`config.mk`:
```
export PLATFORM = sky130hd
export DESIGN_NAME = fpa_div_cell
export DESIGN_NICKNAME = d
export VERILOG_FILES = /design/src/fpa_pkg.sv /design/src/fpa_div_cell.sv
export SDC_FILE = /design/constraint.sdc
export NUM_CORES = 1
export LEC_CHECK = 0
export ABC_AREA = 1
export ABC_CLOCK_PERIOD_IN_PS = 800
export BUFFER_PORTS_ARGS = -buffer_cell sky130_fd_sc_hd__buf_2
export CAP_MARGIN = 25
export CORE_AREA = 10 10 223 225
export DETAILED_ROUTE_END_ITERATION = 16
export DIE_AREA = 0 0 233 235
export HOLD_SLACK_MARGIN = 0.08
export PLACE_DENSITY = 0.5
export SYNTH_ARGS = -nofsm -noshare
export SYNTH_HDL_FRONTEND = slang
export SYNTH_SLANG_ARGS = --single-unit
export TNS_END_PERCENT = 30
```
`constraint.sdc`:
```
create_clock -name clk -period 0.8 [get_ports clk]
set_input_delay 0.08 -clock clk [delete_from_list [all_inputs] [get_ports clk]]
set_output_delay 0.08 -clock clk [all_outputs]
set_load 0.02 [all_outputs]
```
`src/fpa_pkg.sv`:
```
// Package for the 17.14 fixed-point ALU: action codes, item types and the divider cell record.
`timescale 1ns / 1ps
package fpa_pkg;

    localparam int FRACTION_BITS_DEF = 14;
    localparam int WORD_WIDTH_DEF    = 32;

    // Fixed storage widths; the word width parameter selects how much of them is used.
    localparam int OPD_W = 32;
    localparam int PRD_W = 64;
    localparam int DVD_W = 64;
    localparam int REM_W = 33;

    typedef enum logic [3:0] {
        ACT_INT_TO_FIX = 4'd0,
        ACT_FIX_TO_INT = 4'd1,
        ACT_ROUND      = 4'd2,
        ACT_ADD_INT    = 4'd3,
        ACT_ADD_FIX    = 4'd4,
        ACT_SUB_INT    = 4'd5,
        ACT_SUB_FIX    = 4'd6,
        ACT_MUL_INT    = 4'd7,
        ACT_MUL_FIX    = 4'd8,
        ACT_DIV_INT    = 4'd9,
        ACT_DIV_FIX    = 4'd10
    } fpa_action_t;

    typedef struct packed {
        logic [3:0]        action;
        logic [OPD_W-1:0]  operand_a;
        logic [OPD_W-1:0]  operand_b;
    } fpa_in_t;

    typedef struct packed {
        logic [OPD_W-1:0]  result;
        logic              divide_by_zero;
    } fpa_out_t;

    // Everything one item carries down the divider row.
    typedef struct packed {
        logic [3:0]        action;
        logic [OPD_W-1:0]  a;
        logic [OPD_W-1:0]  b;
        logic [PRD_W-1:0]  prod;
        logic [DVD_W-1:0]  dvd;
        logic [OPD_W-1:0]  dvs;
        logic [REM_W-1:0]  rem;
        logic [OPD_W-1:0]  quo;
        logic              qneg;
    } fpa_cell_t;

endpackage

```
`src/fpa_div_cell.sv`:
```
// One restoring-division step of the divider row, with its pipeline register.
`timescale 1ns / 1ps
module fpa_div_cell
    import fpa_pkg::*;
(
    input  logic      clk,
    input  logic      rst_n,
    input  logic      load,
    input  logic      prev_valid,
    input  fpa_cell_t prev,
    output logic      valid,
    output fpa_cell_t data
);

    logic      valid_reg;
    logic      valid_next;
    fpa_cell_t data_reg;
    fpa_cell_t data_next;
    logic [REM_W-1:0] shifted;
    logic             fits;

    always_comb
    begin
        shifted   = {prev.rem[REM_W-2:0], prev.dvd[DVD_W-1]};
        fits      = shifted >= {1'b0, prev.dvs};
        data_next = prev;
        data_next.rem = fits ? (shifted - {1'b0, prev.dvs}) : shifted;
        data_next.quo = {prev.quo[OPD_W-2:0], fits};
        data_next.dvd = {prev.dvd[DVD_W-2:0], 1'b0};
        valid_next    = load ? prev_valid : valid_reg;
    end

    always_ff @(posedge clk or negedge rst_n)
    begin
        if (!rst_n)
        begin
            valid_reg <= 1'b0;
        end
        else
        begin
            valid_reg <= valid_next;
        end
    end

    always_ff @(posedge clk)
    begin
        if (load)
        begin
            data_reg <= data_next;
        end
    end

    assign valid = valid_reg;
    assign data  = data_reg;

endmodule

```
==> results.txt, run 1 <==
After filler insertion, the fill cell instance count of the layout stands at 3991. Measured on the finished design, the core utilization comes to 52.4%. On the worst path, the slowest cell contributes a delay of 0.30 ns.

In the layout the commonest cells are 472 x buf_2, 298 x dlygate4sd3_1, 293 x edfxtp_1. For the number of cells produced by synthesis, the log shows 999. The number of ports placed on the die boundary is 593, and the worst-path maximum fanout is 8.

The run gives 573 as the iteration-0 DRC count of the detailed router. The checks that failed: setup timing. The logs give -0.615 ns for the final critical-path setup slack and 12900 for the via count of the first global-routing pass. The number of buffers inserted during clock tree synthesis is 37.

Dividing the detail-routed wire length by the instance count gives 22.4 um. The initial utilization of the core area, before any placement, comes to 26.9%. The share of the clock period used by the worst path after layout was 177%; the total via count after detailed routing was 11800. Using the TritonRoute via totals, the vias-per-cell ratio works out to 4.27. The floorplan has 78 rows. The signal on the critical path passes through buf_2, ha_4, nand2_4, nor2_4, nand2_2, nor3b_4, nand3_4, buf_6, nand3_4, buf_12, nand2_2, nand2_2. Input and output buffers added on the ports amount to 589. The count of nets left with antenna violations once routing finished came out at 0. The flip-flop count of the largest register, all copies and words added came out at 293. Setup repair after global routing could not meet its margin everywhere. Wires add up to 62000 um.

After layout, the minimum clock period comes to 1.41 ns. Clock-pin slew was measured on the worst setup and hold paths at 0.06 ns. The data required time of the critical path is 1.21 ns. The setup path with the least slack is of type input port to flop. Data arrives at the worst endpoint at 1.83 ns. The slowest stage of the critical path is the ha_4 cell. The post-synthesis cell type count came out at 32. The worst hold path begins at load. Setup violations remaining at the end of the flow were counted as 496. The endpoint identified for the worst register-to-register timing path is valid$_DFFE_PN0P_.

For the clock net sink count, the log shows 294. Relative to the synthesized area, the layout overhead comes to 94.9%. After synthesis, the cell types taking the most area are edfxtp_1 73%, nand2_1 10%, inv_1 5.3%. edfxtp_1 takes more of the synthesized area than any other cell. The run gives 7.79% as the met3 track demand over resource in global routing. TritonCTS built the clock tree. The tools report the final worst hold slack as 0.0896 ns. The worst slack at placement is -1.31 ns, and the fraction of post-synthesis cell area in the top cell type by area is 72.6%. The path type of the worst min-delay path was input port to flop. The number of H-tree levels was 2; the cell area after layout was 0.0236 mm2.

The cell area after technology mapping was 0.0121 mm2; the clock skew after layout was 0 ns. In this design, the critical path's most frequently occurring cell is nand2_2. Entering global routing, the biggest net connects 30 pins. The path with the worst hold slack has its endpoint at data[152]$_DFFE_PP_. STA classifies the critical path endpoint as a flop. The total grt overflow was 0; the total track usage was 21.5%.

For met2 alone, demand over resource in global routing was 41.0%. The run gives 0.707 GHz as the fmax. In this run the most used layer during global routing was met2.

The number of cells on the worst reg-to-reg path was 1; the number of endpoints with negative hold slack in the final report was 0. The run finished, with violations left. Across the VDD grid, the largest voltage drop is 1.35 mV. The Yosys step of the flow raised 0 warnings. At the end of the flow, the number of nets in the layout was 2450. The cell count after placement is 2337. The clock passes through at most 3 buffers. For the setup slack of the worst register-to-register path, the log shows 0.05 ns. The buffering stage count on the worst path with inverters included was 3; the number of cells in the finished layout apart from fillers was 2769.

After routing, the total negative slack on setup checks comes to -179.30 ns. Power comes to 46.0 mW. The die is 233 um wide. The total power density per cell area was 1950 mW/mm2. Summing the sequential cell areas from Yosys gives 72.8% of the chip area. The library cell used most frequently in the layout, excluding fill and tap cells, is buf_2.

The tree is rooted in a clkbuf_16. The pre-antenna-repair detailed-routing pass consisted of 5 iterations. The routability congestion estimate from global placement is 0.899. The first global-routing pass estimated 86300 um of wire. The worst hold path passes through 3 cells.

The chip height came out at 235 um. The region available for standard cell placement spans 0.0451 mm2. After detailed placement, the total cell area comes to 0.0173 mm2.

The tools report the number of antenna violations at the first check in global routing as 21. The number of nets in the synthesized netlist came out at 1330. The DRC violation count after routing was 0; the post-synthesis register bit count was 294. A synthesized cell averages 12.1 um2.

In this run the critical register-to-register path is launched from valid$_DFFE_PN0P_. The run gives 10.9 nW as the total leakage power. The met1 track demand over resource came out at 20.3%.

The die covers 0.0548 mm2. The number of max-slew violations in the final report came out at 0. The later pin in the worst-skew pair is clocked with a latency of 0.54 ns. The worst setup path is launched from an input port.

Grouping stages by cell kind, the critical path spends the most delay in simple AND/OR/NAND/NOR gates. The logs give 47600 um for the detailed placement HPWL and 0 for the count of max-cap constraint violations. The share of cells above drive strength 1 is 50.7%.
worst max path at each step:
stage,to,depth (start not counted),slack (ns),from
floorplan,data[33]$_DFFE_PP_,16,-0.85,prev[68]
global placement,data[65]$_DFFE_PP_,13,-1.28,prev[66]
detailed placement,data[61]$_DFFE_PP_,12,-1.31,prev[66]
CTS,data[254],1,-0.58,data[254]$_DFFE_PP_
global route,data[44]$_DFFE_PP_,14,-0.65,prev[35]
finish,data[35]$_DFFE_PP_,12,-0.61,prev[45]
routing by layer:
metal	wire, um	vias to the layer above
met3	5590	109
li1	-	5596
met1	20000	5676
met4	2060	0
met2	34300	439
met5	0	-
synth_stat cells:
master,count
nor2_2,3
buf_4,1
buf_2,9
o21bai_1,1
inv_1,170
nor3b_2,1
buf_6,3
or2_1,1
nand4_1,36
dfrtp_1,1
a21oi_1,21
xor2_1,14
nor3_2,1
nand2_2,1
nor3_1,7
inv_2,1
or2_2,1
fa_1,1
conb_1,1
o21ai_0,1
clkbuf_1,1
mux2_2,1
nand3_2,2
xnor2_1,1
nand2_1,323
nand3_1,29
o21ai_1,1
and2_1,5
nor2_1,35
edfxtp_1,293
nand3_4,1
ha_1,32
layout make-up:
type                            instances  area (um2)  share of cell area, %
Sequential cell                       294        8820                   37.3
Timing Repair Buffer                 1095        8590                   36.4
Multi-Input combinational cell        520        3620                   15.3
Clock buffer                           45         956                   4.05
Tap cell                              600         751                   3.18
Inverter                              171         662                   2.80
Clock inverter                         23         164                  0.694
Antenna cell                           21        52.6                  0.222
cell families after synthesis:
family                   count (synthesis)  share of synthesized area, %
AND/OR/NAND/NOR                        446                          15.5
flip-flops                             294                          72.8
buffers and inverters                  185                          6.04
adder cells (fa/ha/maj)                 33                          3.47
AO/OA/AOI/OAI                           24                          1.01
XOR/XNOR                                15                          1.08
other                                    1                        0.0309
multiplexers                             1                        0.0929
where the power goes:
part / internal, mW / switching (mW) / leakage [nW] / total [mW]
registers: 18.5 / 0.521 / 2.88 / 19.0
logic: 5.22 / 6.12 / 7.46 / 11.3
clock network: 8.92 / 6.69 / 0.536 / 15.6
total: 32.7 / 13.3 / 10.9 / 46.0
what timing repair did:
| item | CTS | global route |
|---|---|---|
| buffers inserted | 28 | 10 |
| setup endpoints to repair | 328 | 525 |
| hold endpoints to repair | 353 | 26 |
| gates cloned | 4 | 3 |
| hold buffers | 294 | 5 |
| resized for setup | 322 | 180 |
| pin swaps | 38 | 57 |
Note: power is estimated with default switching activity, not from simulation.
==> run 2, diff against run 1 <==
--- a/config.mk
+++ b/config.mk
@@ -7,7 +7,7 @@
 export LEC_CHECK = 0
 export ABC_AREA = 1
 export ABC_CLOCK_PERIOD_IN_PS = 800
-export BUFFER_PORTS_ARGS = -buffer_cell sky130_fd_sc_hd__buf_2
+export BUFFER_PORTS_ARGS = -buffer_cell sky130_fd_sc_hd__clkbuf_2
 export CAP_MARGIN = 25
 export CORE_AREA = 10 10 223 225
 export DETAILED_ROUTE_END_ITERATION = 16
==> results.txt, run 2 (synthesis gave the netlist of run 1 again) <==
Average vias per placed instance: 4.26. For the floorplan die area, the log shows 0.0548 mm2. TritonCTS built the clock tree. The final reports fail on hold timing, setup timing.

The wire-length estimate of the detail-placed layout is 47500 um. The worst setup path is captured at a flop. The number of endpoints with negative hold slack in the final report is 6, and the part of the power in combinational logic is 25.1%. In this run, the clock network consumes 33.1% of the power. The initial standard-cell utilization of the core is 26.9%. Of all nets on the critical path, the largest fanout is 10.

Clock net sink count: 294. The tool flagged a number of max-cap violations equal to 0. The flow ran to the end, but the final reports show violations. The tools report the area taken by multi-input logic gates as 0.00363 mm2.

The cell area after layout is 0.0237 mm2. For the overall power, the log shows 45.7 mW. The final critical-path setup slack is -0.536 ns, and the total leakage power is 11.0 nW. The cell at the root of the clock tree was clkbuf_16. IR analysis of the VDD net gives a maximum drop of 1.34 mV.

Global routing finished with a remaining overflow of 0. The clock slew at the register clock pins of the worst setup and hold paths is 0.06 ns, and the placement row count is 78. The clock period minus final worst setup slack works out to 1.34 ns. The class of the most critical setup path is input port to flop.

The worst slack at placement came out at -1.26 ns. The run gives 0 as the DRC violation count after routing. The share of the clock period used by the worst path after layout is 167%, and the iteration-0 DRC count of the detailed router is 640. Measured on the finished design, the core utilization comes to 52.7%. Routability-driven placement finished with a final weighted congestion of 0.915. The logs give -125.31 ns for the setup TNS and 2444 for the net count of the finished layout. The number of buffers inserted during clock tree synthesis was 35; the net switching power figure was 13.3 mW. The leading cell type in the layout, fill and taps excluded was clkbuf_2. The run gives 21.2% as the total track usage. The run gives 0.0451 mm2 as the core footprint. The tools report the number of endpoints failing setup at the final stage as 330. Across all layers, the routed design uses 11700 vias. Measured along the y axis, the die boundary spans 235 um. The via count of the first global-routing pass was 12500; the length of the first detailed-routing pass in iterations was 5. The number of placed instances, taps included, is 2347. The number of antenna violations at the first check in global routing came out at 12. The number of max-slew violations in the final report is 0. The filler cells instantiated in the layout total 3973. The total power density per cell area was 1930 mW/mm2; the maximum clock path buffer count was 3. The logs give 32.4 mW for the internal cell power and -0.00299 ns for the final worst hold slack. The total cell area at the placement stage is 0.0174 mm2, and the number of H-tree levels is 2. The clock latency at the later pin of the worst-skew pair is 0.55 ns. The worst setup path is launched from an input port. Static timing analysis puts the maximum clock frequency at 0.749 GHz.

Sequential cells account for 41.7% of the total power. The total length of routed wires was 60700 um. The count of port buffers added during placement is 589. Setup repair after global routing could not meet its margin everywhere.

The top cell types in the final layout, fill and taps aside, are 429 x clkbuf_2, 296 x dlygate4sd3_1, 293 x edfxtp_1. The flip-flop count of the largest register, all copies and words added works out to 293. The die is 233 um wide.

In this run the worst hold path is classified as input port to flop. The post-route antenna net violation count is 0, and the combined flip-flop and latch cell area is 0.00882 mm2. The number of ports placed on the die boundary is 593, and the data required time of the critical path is 1.08 ns.

The tools report the cts-stage hold buffer count as 296. The first global-routing pass estimated 84500 um of wire. Fraction of power spent switching nets: 29.1%. Across the routed clock network, the largest skew measured is 0 ns. The number of cells in the finished layout apart from fillers came out at 2750. The routed wire length per instance was 22.1 um. Cells with a size suffix above 1 make up 51.4% of the layout. Data on the critical path arrives at its endpoint at 1.62 ns. The maximum number of pins on one net before global-route repair came out at 51. From synthesis to final layout, the design area changed by 95.9%.
==> run 2: changes by cell type in the layout (fill, tap and decap cells not counted), sizes merged, moves of 2 or more <==
| cell | change |
|---|---|
| diode | -11 |
| dlygate4sd3 | -2 |
| buf | -493 |
| clkbuf | +488 |
| clkinv | +3 |
| clkinvlp | -3 |
==> run 2: routing by layer <==
metal / up-vias / wire length (um) / GRT usage, %
met3: 91 / 5760 / 8.02
li1: 5573 / - / -
met5: - / 11 / 0
met2: 430 / 33500 / 40.2
met1: 5632 / 19600 / 20.3
met4: 2 / 1850 / 7.08
==> run 2: critical path, cell delays in order <==
cell and delay, ns:
buf_4 0.12, ha_4 0.26, nand2_4 0.08, inv_2 0.04, nand2_2 0.07, nand2_2 0.05, nand2_2 0.07, nand3_4 0.09
nand2_4 0.09, nand2_4 0.06, nand2_4 0.10, nand3_4 0.17, buf_12 0.21, nand2_1 0.07, nand2_1 0.05
==> run 2: cell type report <==
class	count	area share, %
Antenna cell	10	0.105
Clock buffer	42	3.80
Clock inverter	22	0.733
Inverter	171	2.82
Multi-Input combinational cell	520	15.3
Sequential cell	294	37.2
Tap cell	600	3.16
Timing Repair Buffer	1091	36.9
==> run 2: path summary, 6_finish.rpt <==
path	depth (start not counted)	end	start	slack, ns
max	15	data[53]$_DFFE_PP_	prev[36]	-0.54
min	2	data[243]$_DFFE_PP_	load	-0.003
max reg2reg	1	valid$_DFFE_PN0P_	valid$_DFFE_PN0P_	0.02
min reg2reg	1	valid$_DFFE_PN0P_	valid$_DFFE_PN0P_	0.56
max in group asynchronous	3	valid$_DFFE_PN0P_	rst_n	0.31
min in group asynchronous	3	valid$_DFFE_PN0P_	rst_n	0.39
==> run 2: what timing repair did <==
item | 4_1_cts | 5_1_grt
cloned | 3 | 2
endpoints found under the hold margin | 381 | 36
pin swaps | 55 | 96
resized for setup | 300 | 336
endpoints found under the setup margin | 328 | 330
buffers inserted | 22 | 13
==> run 2: power groups by stage <==
stage / Clock (mW) / Combinational [mW] / Sequential, mW
CTS: 15.6 / 10.9 / 19.0
finish: 15.2 / 11.5 / 19.1
detailed placement: 0 / 8.32 / 19.3
floorplan: 0 / 1.96 / 20.9
global route: 16.2 / 12.3 / 19.2
global placement: 0 / 8.30 / 19.3
